### config.mk
export PLATFORM = sky130hd
export DESIGN_NAME = ymodem_block_receiver
export DESIGN_NICKNAME = d
export VERILOG_FILES = /design/src/sv/ymbr_pkg.sv /design/src/sv/ymbr_crc_serial.sv /design/src/sv/ymodem_block_receiver.sv
export SDC_FILE = /design/constraint.sdc
export NUM_CORES = 2
export LEC_CHECK = 0
export BUFFER_PORTS_ARGS = -buffer_cell sky130_fd_sc_hd__buf_2
export CORE_ASPECT_RATIO = 0.6
export CORE_UTILIZATION = 54
export DETAILED_ROUTE_END_ITERATION = 12
export PLACE_DENSITY = 0.7
export SYNTH_ARGS = -nofsm -noshare
export SYNTH_HDL_FRONTEND = slang
export SYNTH_SLANG_ARGS = --single-unit
### constraint.sdc
create_clock -name clk -period 17.1 [get_ports clk]
set_clock_uncertainty 0.15 [all_clocks]
set_input_delay 3.42 -clock clk [delete_from_list [all_inputs] [get_ports clk]]
set_output_delay 3.42 -clock clk [all_outputs]
set_load 0.01 [all_outputs]
### src/sv/ymbr_pkg.sv
// ============================================================================
// ymbr_pkg: shared constants and types for the YMODEM block receiver
// Frame codes, result kinds, register indexes and the CRC unit control word.
// ============================================================================
package ymbr_pkg;

  // Data bytes carried by one SOH block.
  localparam int BLOCK_BYTES_DEF = 128;

  // Frame lead bytes and transmitted control bytes.
  localparam logic [7:0] LEAD_SOH = 8'h01;
  localparam logic [7:0] LEAD_EOT = 8'h04;
  localparam logic [7:0] TX_ACK   = 8'h06;
  localparam logic [7:0] TX_C     = 8'h43;

  // CRC-16 polynomial, MSB first, initial value zero.
  localparam logic [15:0] CRC_POLY = 16'h1021;

  // Update flag written at the top of the image region.
  localparam logic [31:0] FLAG_WORD = 32'hAAAAAAAA;

  // Reset value of the erase page count register.
  localparam logic [7:0] ERASE_PAGES_RESET = 8'd40;

  // Result kinds.
  localparam logic [1:0] KIND_SEND  = 2'd0;
  localparam logic [1:0] KIND_ERASE = 2'd1;
  localparam logic [1:0] KIND_PROG  = 2'd2;
  localparam logic [1:0] KIND_RESET = 2'd3;

  // Configuration register indexes.
  localparam logic [1:0] CFG_IMAGE_BASE  = 2'd0;
  localparam logic [1:0] CFG_IMAGE_SIZE  = 2'd1;
  localparam logic [1:0] CFG_ERASE_PAGES = 2'd2;

  // Control from the frame sequencer to the serial CRC unit.
  typedef struct packed {
    logic start;
    logic clear;
  } crc_ctrl_t;

endpackage

### src/sv/ymbr_crc_serial.sv
// ============================================================================
// ymbr_crc_serial: bit-serial CRC-16 unit
// Folds one data byte into the running CRC, one bit per cycle, MSB first.
// ============================================================================
module ymbr_crc_serial (
  input  logic                clk,
  input  logic                rst,
  input  ymbr_pkg::crc_ctrl_t ctl,
  input  logic [7:0]          data,
  output logic [15:0]         crc,
  output logic                busy
);
  import ymbr_pkg::*;

  logic [7:0] shift;
  logic [2:0] count;
  logic       feedback;

  // Feedback is the CRC top bit against the next data bit.
  assign feedback = crc[15] ^ shift[7];

  // Clear between frames, load a byte on start, then shift eight times.
  always_ff @(posedge clk) begin
    if (rst) begin
      crc   <= '0;
      busy  <= 1'b0;
      count <= '0;
    end else if (ctl.clear) begin
      crc <= '0;
    end else if (ctl.start) begin
      shift <= data;
      count <= '0;
      busy  <= 1'b1;
    end else if (busy) begin
      crc   <= {crc[14:0], 1'b0} ^ (feedback ? CRC_POLY : 16'h0000);
      shift <= {shift[6:0], 1'b0};
      count <= count + 3'd1;
      if (count == 3'd7) begin
        busy <= 1'b0;
      end
    end
  end

  // A byte only starts when the unit is free.
  a_start_free : assert property (@(posedge clk) disable iff (rst)
    ctl.start |-> !busy) else $error("CRC start while busy");

  // The CRC is never cleared in the middle of a byte.
  a_clear_free : assert property (@(posedge clk) disable iff (rst)
    ctl.clear |-> !busy) else $error("CRC clear while busy");

  // Work begins only from a start request.
  a_busy_from_start : assert property (@(posedge clk) disable iff (rst)
    $rose(busy) |-> $past(ctl.start)) else $error("CRC busy without start");

endmodule

### src/sv/ymodem_block_receiver.sv
// ============================================================================
// ymodem_block_receiver: YMODEM-style receiver that writes an image to flash
// Collects frame bytes, checks CRC-16 and produces send, erase, program and
// reset words for the surrounding system.
// ============================================================================
//
//  channel  direction  handshake               payload
//  -------  ---------  ----------------------  --------------------------------
//  in       input      in_valid / in_stall      action, rx_byte, frame_end
//  out      output     out_valid / out_stall    kind, tx_byte, flash_address,
//                                               flash_word, last_result
//  cfg      input      cfg_valid / cfg_ready    cfg_index, cfg_data
//
// A data byte holds the input until the eight steps of the bit-serial CRC
// unit are done. A frame end is judged in its own state; a data block then
// builds each program word from four reads of the block buffer, 33 result
// words in all with the closing ACK.
// Reset is synchronous and needs no clearing pass. A stalled output word
// holds the sequencer, and one finished word may wait while the next item
// is accepted.
//
module ymodem_block_receiver #(
  parameter int BLOCK_BYTES = ymbr_pkg::BLOCK_BYTES_DEF
) (
  input  logic        clk,
  input  logic        rst,
  // Input item channel.
  input  logic        in_valid,
  output logic        in_stall,
  input  logic        action,
  input  logic [7:0]  rx_byte,
  input  logic        frame_end,
  // Result channel.
  output logic        out_valid,
  input  logic        out_stall,
  output logic [1:0]  kind,
  output logic [7:0]  tx_byte,
  output logic [31:0] flash_address,
  output logic [31:0] flash_word,
  output logic        last_result,
  // Configuration write channel.
  input  logic        cfg_valid,
  output logic        cfg_ready,
  input  logic [1:0]  cfg_index,
  input  logic [31:0] cfg_data
);
  import ymbr_pkg::*;

  localparam int         IDX_W      = $clog2(BLOCK_BYTES);
  localparam logic [7:0] POS_DATA   = 8'd3;
  localparam logic [7:0] POS_CRC_HI = 8'(BLOCK_BYTES + 3);
  localparam logic [7:0] POS_CRC_LO = 8'(BLOCK_BYTES + 4);
  localparam logic [7:0] POS_MAX    = 8'd255;

  typedef enum logic [3:0] {
    S_IDLE, S_CRC, S_EVAL, S_START_ACK, S_START_C, S_ERASE, S_ADDR, S_RD,
    S_RDW, S_PROG, S_BLK_ACK, S_FLAG_SUM, S_FLAG, S_RESET, S_POLL_C
  } state_t;

  typedef struct packed {
    logic [1:0]  kind;
    logic [7:0]  tx;
    logic [31:0] addr;
    logic [31:0] word;
    logic        last;
  } result_t;

  state_t           state;
  result_t          res;
  logic [31:0]      image_base;
  logic [31:0]      image_size;
  logic [7:0]       erase_pages;
  logic             receiving_mode;
  logic [7:0]       block_counter;
  logic [7:0]       byte_position;
  logic [7:0]       lead_byte;
  logic [7:0]       block_number;
  logic [15:0]      received_crc;
  logic             end_pending;
  logic [31:0]      word_addr;
  logic [31:0]      word;
  logic [IDX_W-1:0] rd_idx;
  logic [7:0]       mem_q;
  logic [7:0]       block_buffer [BLOCK_BYTES];
  crc_ctrl_t        crc_ctl;
  logic [15:0]      running_crc;
  logic             crc_busy;
  logic             in_accept;
  logic             is_data;
  logic             push_ok;
  logic             out_push;
  logic             frame_good;

  function automatic result_t make_result(logic [1:0] k, logic [7:0] t,
                                          logic [31:0] a, logic [31:0] w,
                                          logic l);
    result_t r;
    r.kind = k;
    r.tx   = t;
    r.addr = a;
    r.word = w;
    r.last = l;
    return r;
  endfunction

  // Handshake and decode of the current byte position.
  assign in_stall   = (state != S_IDLE);
  assign in_accept  = in_valid && !in_stall;
  assign cfg_ready  = 1'b1;
  assign is_data    = (byte_position >= POS_DATA) && (byte_position < POS_CRC_HI);
  assign push_ok    = !out_valid || !out_stall;
  assign frame_good = (lead_byte == LEAD_SOH) && (byte_position >= POS_CRC_LO) &&
                      (running_crc == received_crc);

  // A result word is loaded in every emitting state once the register is free.
  assign out_push = push_ok &&
                    (state == S_START_ACK || state == S_START_C || state == S_ERASE ||
                     state == S_PROG || state == S_BLK_ACK || state == S_FLAG ||
                     state == S_RESET || state == S_POLL_C);

  // Result word on the output ports.
  assign kind          = res.kind;
  assign tx_byte       = res.tx;
  assign flash_address = res.addr;
  assign flash_word    = res.word;
  assign last_result   = res.last;

  // CRC unit starts on each data byte and clears when a frame is judged.
  assign crc_ctl.start = in_accept && !action && is_data;
  assign crc_ctl.clear = (state == S_EVAL);

  ymbr_crc_serial u_crc (
    .clk  (clk),
    .rst  (rst),
    .ctl  (crc_ctl),
    .data (rx_byte),
    .crc  (running_crc),
    .busy (crc_busy)
  );

  // Block buffer: written as data bytes arrive, read a byte at a time.
  always_ff @(posedge clk) begin
    if (crc_ctl.start) begin
      block_buffer[IDX_W'(byte_position - POS_DATA)] <= rx_byte;
    end
    mem_q <= block_buffer[rd_idx];
  end

  // Frame sequencer, configuration registers and the output register.
  always_ff @(posedge clk) begin
    if (rst) begin
      state          <= S_IDLE;
      out_valid      <= 1'b0;
      image_base     <= '0;
      image_size     <= '0;
      erase_pages    <= ERASE_PAGES_RESET;
      receiving_mode <= 1'b0;
      block_counter  <= '0;
      byte_position  <= '0;
      lead_byte      <= '0;
      block_number   <= '0;
      received_crc   <= '0;
      end_pending    <= 1'b0;
      rd_idx         <= '0;
    end else begin
      if (cfg_valid) begin
        unique case (cfg_index)
          CFG_IMAGE_BASE:  image_base  <= cfg_data;
          CFG_IMAGE_SIZE:  image_size  <= cfg_data;
          CFG_ERASE_PAGES: erase_pages <= cfg_data[7:0];
          default: ;
        endcase
      end

      // The output word leaves when the far side takes it and is replaced
      // whenever an emitting state fires.
      out_valid <= out_push || (out_valid && out_stall);

      unique case (state)
        S_IDLE: begin
          if (in_valid) begin
            if (action) begin
              if (!receiving_mode) begin
                state <= S_POLL_C;
              end
            end else begin
              priority if (byte_position == 8'd0) begin
                lead_byte <= rx_byte;
              end else if (byte_position == 8'd1) begin
                block_number <= rx_byte;
              end else if (byte_position == POS_CRC_HI) begin
                received_crc[15:8] <= rx_byte;
              end else if (byte_position == POS_CRC_LO) begin
                received_crc[7:0] <= rx_byte;
              end else begin
              end
              if (!frame_end && byte_position != POS_MAX) begin
                byte_position <= byte_position + 8'd1;
              end
              end_pending <= frame_end;
              if (is_data) begin
                state <= S_CRC;
              end else if (frame_end) begin
                state <= S_EVAL;
              end
            end
          end
        end
        S_CRC: begin
          if (!crc_busy) begin
            state <= end_pending ? S_EVAL : S_IDLE;
          end
        end
        S_EVAL: begin
          byte_position <= '0;
          received_crc  <= '0;
          priority if (frame_good) begin
            if (receiving_mode) begin
              state <= S_ADDR;
            end else if (block_number == 8'd0) begin
              receiving_mode <= 1'b1;
              state          <= S_START_ACK;
            end else begin
              state <= S_IDLE;
            end
          end else if (lead_byte == LEAD_EOT) begin
            state <= S_FLAG_SUM;
          end else begin
            state <= S_IDLE;
          end
        end
        S_START_ACK: begin
          if (push_ok) begin
            res   <= make_result(KIND_SEND, TX_ACK, '0, '0, 1'b0);
            state <= S_START_C;
          end
        end
        S_START_C: begin
          if (push_ok) begin
            res   <= make_result(KIND_SEND, TX_C, '0, '0, 1'b0);
            state <= S_ERASE;
          end
        end
        S_ERASE: begin
          if (push_ok) begin
            res   <= make_result(KIND_ERASE, 8'h00, image_base,
                                 {24'h000000, erase_pages}, 1'b1);
            state <= S_IDLE;
          end
        end
        // Block start address, then four byte reads per program word.
        S_ADDR: begin
          word_addr <= image_base + ({24'h000000, block_counter} << IDX_W);
          rd_idx    <= '0;
          state     <= S_RD;
        end
        S_RD: begin
          state <= S_RDW;
        end
        S_RDW: begin
          word   <= {mem_q, word[31:8]};
          rd_idx <= rd_idx + 1'b1;
          state  <= (rd_idx[1:0] == 2'd3) ? S_PROG : S_RD;
        end
        S_PROG: begin
          if (push_ok) begin
            res       <= make_result(KIND_PROG, 8'h00, word_addr, word, 1'b0);
            word_addr <= word_addr + 32'd4;
            state     <= (rd_idx == '0) ? S_BLK_ACK : S_RD;
          end
        end
        S_BLK_ACK: begin
          if (push_ok) begin
            res           <= make_result(KIND_SEND, TX_ACK, '0, '0, 1'b1);
            block_counter <= block_counter + 8'd1;
            state         <= S_IDLE;
          end
        end
        // End of transfer: flag word at the top of the region, then reset.
        S_FLAG_SUM: begin
          word_addr <= image_base + image_size;
          state     <= S_FLAG;
        end
        S_FLAG: begin
          if (push_ok) begin
            res   <= make_result(KIND_PROG, 8'h00, word_addr - 32'd4,
                                 FLAG_WORD, 1'b0);
            state <= S_RESET;
          end
        end
        S_RESET: begin
          if (push_ok) begin
            res            <= make_result(KIND_RESET, 8'h00, '0, '0, 1'b1);
            receiving_mode <= 1'b0;
            block_counter  <= '0;
            lead_byte      <= '0;
            block_number   <= '0;
            state          <= S_IDLE;
          end
        end
        S_POLL_C: begin
          if (push_ok) begin
            res   <= make_result(KIND_SEND, TX_C, '0, '0, 1'b1);
            state <= S_IDLE;
          end
        end
        default: state <= S_IDLE;
      endcase
    end
  end

  // The CRC unit is idle whenever a new item can be taken.
  a_crc_idle : assert property (@(posedge clk) disable iff (rst)
    (state == S_IDLE) |-> !crc_busy) else $error("CRC busy while idle");

  // A program word is never the closing word of an item.
  a_prog_not_last : assert property (@(posedge clk) disable iff (rst)
    (out_valid && kind == KIND_PROG) |-> !last_result)
    else $error("program word marked last");

  // A sent byte is ACK or C.
  a_tx_code : assert property (@(posedge clk) disable iff (rst)
    (out_valid && kind == KIND_SEND) |-> (tx_byte == TX_ACK || tx_byte == TX_C))
    else $error("bad transmit byte");

  // Receive mode is left only through the reset word.
  a_mode_exit : assert property (@(posedge clk) disable iff (rst)
    ($fell(receiving_mode) && !$past(rst)) |-> $past(state == S_RESET))
    else $error("receive mode left without reset word");

endmodule
Word level (Yosys, flattened, before mapping)
Memories as Yosys holds them, arrays and structs flattened. A register that Yosys moved wholly into a read port is not among the register bits.
Cells that the tools add are included.
{ "totals": {"reg_bits": 301, "mem_bits_rw": 1024, "in_bits": 49, "output_inout_bits": 78, "word_cells": 219, "n_memories": 1} }
{ "op_classes": {"n_addsub": 9, "magnitude_cmp": 3, "n_eq_ne": 48, "n_mux": 70, "bitwise_logic": 6, "reduce_logical": 57} }
{ "mem_list": {"columns": ["memory", "words", "width", "rd", "rd_clocked_by_memory_dff", "wr", "line_no", "text"], "rows": [
  ["block_buffer", 128, 8, 1, 1, 1, "ymodem_block_receiver.sv:84", "logic [7:0] block_buffer [BLOCK_BYTES];"]
]} }
{ "ops": {"columns": ["cell", "count"], "rows": [
  ["$mux 75", 8],
  ["$pmux 75 s8", 1],
  ["$mux 8", 17],
  ["$pmux 32 s3", 1],
  ["$mux 16", 4],
  ["$pmux 8 s2", 4],
  ["$mux 4", 15],
  ["$pmux 4 s12", 1],
  ["$ne 2x2->1 const B", 19],
  ["$add 32x15->32", 1],
  ["$add 32x3->32 const B", 1],
  ["$add 32x32->32", 1],
  ["$mux 32", 1],
  ["$pmux 16 s2", 1],
  ["$sub 32x3->32 const B", 1],
  ["$eq 4x4->1 const B", 7],
  ["$add 8x1->8 const B", 2],
  ["$eq 16x16->1", 1],
  ["$eq 4x3->1 const B", 4],
  ["$eq 8x1->1 const B", 2],
  ["$eq 8x8->1 const B", 2],
  ["$logic_not 8->1", 2],
  ["$xor 16x16->16", 1],
  ["$reduce_and 3->1", 5],
  ["other kinds (43)", 91]
]} }

Longest topological paths before layout
{ "logic_depth": {"word_depth": 10, "ltp_mapped": 12, "ltp_nobuf": 11} }

Hierarchy
From an unflattened synthesis, not the netlist that was laid out.
{ "hier_totals": {"hier_cells": 3578, "hier_area_um2": 55759.7} }
{ "modules_own_cells": {"columns": ["mod", "n_inst", "cells_per_inst", "area_each_um2", "seq_area_each_um2"], "rows": [
  ["ymodem_block_receiver", 1, 3466, 54646.2, 37616.1],
  ["ymbr_crc_serial", 1, 112, 1113.6, 640.6]
]} }

Worst setup path before layout
No wires, ideal clock.
{ "synth_path": {"path_type": "input port to flip-flop", "start": "input port rst", "end": "register res, in the netlist flash_address[0], enable pin", "setup_time_ns": 0.599, "arrival_ns": 8.909, "t_required_ns": 16.351, "setup_slack_ns": 7.442, "cell_stages": 3, "n_path_buf": 2, "path_cell_list": "clkbuf_1 -> clkbuf_1 -> nor3b_1"} }
{ "synth_between": {"elab_chain_len": 2} }
{ "synth_lines": {"columns": ["item", "line_no", "text"], "rows": [
  ["start, declared", "ymodem_block_receiver.sv:26", "input logic rst,"],
  ["$not 1->1 (no line)", null, null],
  ["$reduce_and 10->1 (no line)", null, null],
  ["end signal, assigned", "ymodem_block_receiver.sv:234", "res <= make_result(KIND_SEND, TX_ACK, '0, '0, 1'b0);"],
  ["end signal, assigned", "ymodem_block_receiver.sv:240", "res <= make_result(KIND_SEND, TX_C, '0, '0, 1'b0);"],
  ["end signal, assigned", "ymodem_block_receiver.sv:246", "res <= make_result(KIND_ERASE, 8'h00, image_base,"],
  ["end, declared", "ymodem_block_receiver.sv:69", "result_t res;"]
]} }
Every way passes these cells.
A chain may end at the register's enable or synchronous reset.

Worst setup path after layout
{ "layout_path": {"start": "input port action", "end": "memory block_buffer[15][2], enable pin"} }
{ "layout_between": {"elab_chain_len": 5} }
{ "layout_lines": {"columns": ["item", "line_no", "text"], "rows": [
  ["start, declared", "ymodem_block_receiver.sv:30", "input logic action,"],
  ["$logic_not 1->1", "ymodem_block_receiver.sv:129", "assign crc_ctl.start = in_accept && !action && is_data;"],
  ["$logic_and 1x1->1 (2 in series)", "ymodem_block_receiver.sv:129", null],
  ["$mux 1", "ymodem_block_receiver.sv:143", "if (crc_ctl.start) begin"],
  ["$mux 1 (implied by the code)", "ymodem_block_receiver.sv:144", "block_buffer[IDX_W'(byte_position - POS_DATA)] <= rx_byte;"],
  ["end, declared", "ymodem_block_receiver.sv:84", null]
]} }
Every way passes these cells.

==> results_dict.tcl <==
set metrics [dict create \
    worstHoldPathType "reg -> reg" \
    drive_above_1_share 0.205 \
    grt_pass1_wl_mm 210 \
    finalHoldViolCount 0 \
    numCtsBuffers 115 \
    ctsRootBufferMaster "clkbuf_16" \
    cts_sinks 1328 \
    coreArea_sq_um 101000 \
    grt.total_usage 0.278 \
    grt-ovfl-total 0 \
    syn_area_per_cell_sq_um 16.3 \
    initial_core_util 0.548 \
    hpwl_mm 90.7 \
    routed-via-count 32000 \
    rows 90 \
    timing.max_cap.violations 0 \
    setup_ws_ns 11.07 \
    finalCritPeriodShare 0.352 \
    clk_pin_slew_ns 0.07 \
    drt-pass1-iter-count 5 \
    numPortBuffers 121 \
    finalWirelength_mm 143 \
    ctsHoldBuffers 0 \
    hold_slack_ns 0.258 \
    crit_arrival_ns 6.24 \
    netlist_top_cells_area "edfxtp_1, mux4_2, dfxtp_1" \
    slew_viol_final 0 \
    routedWlPerCell_microns 28.9 \
    fp.dieW_microns 416 \
    ys_async_sr_fraction 0 \
    synth_top_area_share 0.632 \
    worstMarginPinSlew_ns 1.17 \
    drtIter0Drc 5070 \
    cts_tree "yes" \
    p_per_area_nw_per_um2 120 \
    die_area_sq_um 104000 \
    clockBufferDepth 3 \
    cts_resized 0 \
    yosys_warnings 0 \
    holdPathEnd "word[29]" \
    leakage_nw 19.7 \
    min_period_ns 6.03 \
    crit_fanout 16 \
    relSlewSlack 0.219 \
    die_h_microns 250 \
    yosysTopAreaCell "edfxtp_1" \
    setup_tns_ns 0 \
    h-tree-depth 3 \
    start_kind "input port" \
    ant_nets 0 \
    min_from "mem_q[5]" \
    ys_ff_latch 1328 \
    dp_slack_ns 10.39 \
    postCtsSetupRepairBufs 0 \
    synth_ff_type "edfxtp_1" \
    timing.fmax_mhz 166 \
    r2r_start "rd_idx[0]" \
    r2r_end "mem_q[2]" \
    ff2ff_setup_slack_ns 12.52 \
    fin_nets 3602 \
    hold-path-cell-count 0 \
    syn_inst 3410 \
    route.detailed.drc 0 \
    gp_congestion 0.939 \
    synth_edf_count 1166 \
    criticalPathCategory "in -> reg" \
    final-setup-viol-count 0 \
    peakVddDrop_uv 99.7 \
    first_global_vias 29700 \
    pin_count 127 \
    grt_setup_unrepaired "false" \
    yosysSeqAreaShare 0.690 \
    vias_per_cell 6.48 \
    rr_worst_depth 7 \
    insertion_delay_ns 0.74 \
    synth_area_sq_um 55400 \
    critPathRequiredTime_ns 17.32 \
    antenna_found_initial 5 \
    status "completed" \
    ys_types 82 \
    areaGrowthSynthToFinish_pct 10.9 \
    grt_max_degree 143 \
    endpoint_kind "flop" \
]
[how the worst max path moves through the flow]
stage,cells after the start,startpoint,to,slack [ns]
after floorplan,3,rst,flash_address[0],7.44
after CTS,6,action,block_buffer[15][2],11.17
final,6,action,block_buffer[15][2],11.07
after global routing,6,action,block_buffer[111][3],10.92
after detailed placement,6,action,block_buffer[119][2],10.39
after global placement,6,action,block_buffer[55][7],10.56
[worst max-delay path: stages]
cell	delay [ns]
buf_2	0.13
nor2b_1	0.24
nand2_1	0.23
nor3_1	0.51
nand3_2	0.83
nor2_1	0.86
[power breakdown]
| part | internal (mW) | switching [mW] |
|---|---|---|
| combinational | 0.394 | 0.528 |
| clock | 1.57 | 1.21 |
| sequential | 3.61 | 0.0837 |
| total | 5.57 | 1.82 |
[layer usage]
metal,GRT usage,wire length (microns),vias to the layer above,share of wire
met4,0.0426,1710,2,0.012
met5,0,7,-,0.000049
met3,0.101,21800,135,0.15
met2,0.335,54800,2089,0.38
met1,0.474,64300,16200,0.45
li1,-,-,13500,-
[through the flow]
stage	util	cell area, sq um	std cells	total power, mW
after CTS	0.608	61400	4935	7.41
after floorplan	-	55400	3413	4.35
after global placement	0.568	57400	4719	4.67
after detailed placement	0.568	57400	4719	4.68
final	0.608	61500	4936	7.40
after global routing	0.608	61500	4935	7.61
[synth_stat cells (17+ instances only)]
cell      number
a211oi_1      22
a21o_1        19
a21oi_1      162
a221o_1       18
a31oi_1       20
and2_1        30
and3_1        18
buf_1         39
clkbuf_1     145
dfxtp_1      162
edfxtp_1    1166
ha_1          49
inv_1         28
mux2_2        17
mux2i_1       46
mux4_2       329
nand2_1      327
nand3_1       33
nand4_1       21
nor2_1       280
nor2b_1       31
nor3_1        41
nor4_1        19
o21ai_0       88
or3_1         20
xnor2_1       43
xor2_1        63
[cell usage in the layout (no fill, tap or decap), drive strengths merged, types with 43 or more instances in the layout]
cell / netlist / layout
mux4: 329 / 329
ha: 49 / 49
buf: 53 / 171
o21ai: 94 / 94
xnor2: 43 / 43
mux2i: 46 / 46
nand2: 328 / 328
a21oi: 162 / 162
xor2: 63 / 63
dfxtp: 162 / 162
clkbuf: 146 / 133
clkinv: 1 / 52
edfxtp: 1166 / 1166
nor2: 280 / 280
[registers in the layout, indices dropped and copies added (netlist names), 2 cells and up]
signal / count
block_buffer: 1024
block_counter: 8
block_number: 8
byte_position: 8
erase_pages: 8
flash_address: 32
flash_word: 32
image_base: 32
image_size: 32
kind: 2
lead_byte: 8
mem_q: 8
rd_idx: 7
received_crc: 16
state: 4
tx_byte: 3
u_crc.count: 3
u_crc.crc: 16
u_crc.shift: 8
word: 32
word_addr: 32
[cells by family after synthesis]
group | share of synthesized area
DFF | 0.690
muxes | 0.145
buffers and inverters | 0.0164
and+or+nand+nor | 0.0722
AOI/OAI and AO/OA | 0.0471
xor gates and xnor gates | 0.0167
other | 0.000135
adders and majority gates | 0.0118
[layout make-up]
| type | count | area [sq um] |
|---|---|---|
| fill | 7239 | 39700 |
| clock inverter | 83 | 1010 |
| inverter | 30 | 113 |
| clock buffer | 133 | 3000 |
| multi-input combinational | 1856 | 16300 |
| antenna | 1 | 2.50 |
| timing repair buffer | 171 | 1040 |
| sequential | 1328 | 38300 |
| tap | 1334 | 1670 |
Note: power is estimated with default switching activity, not from simulation.
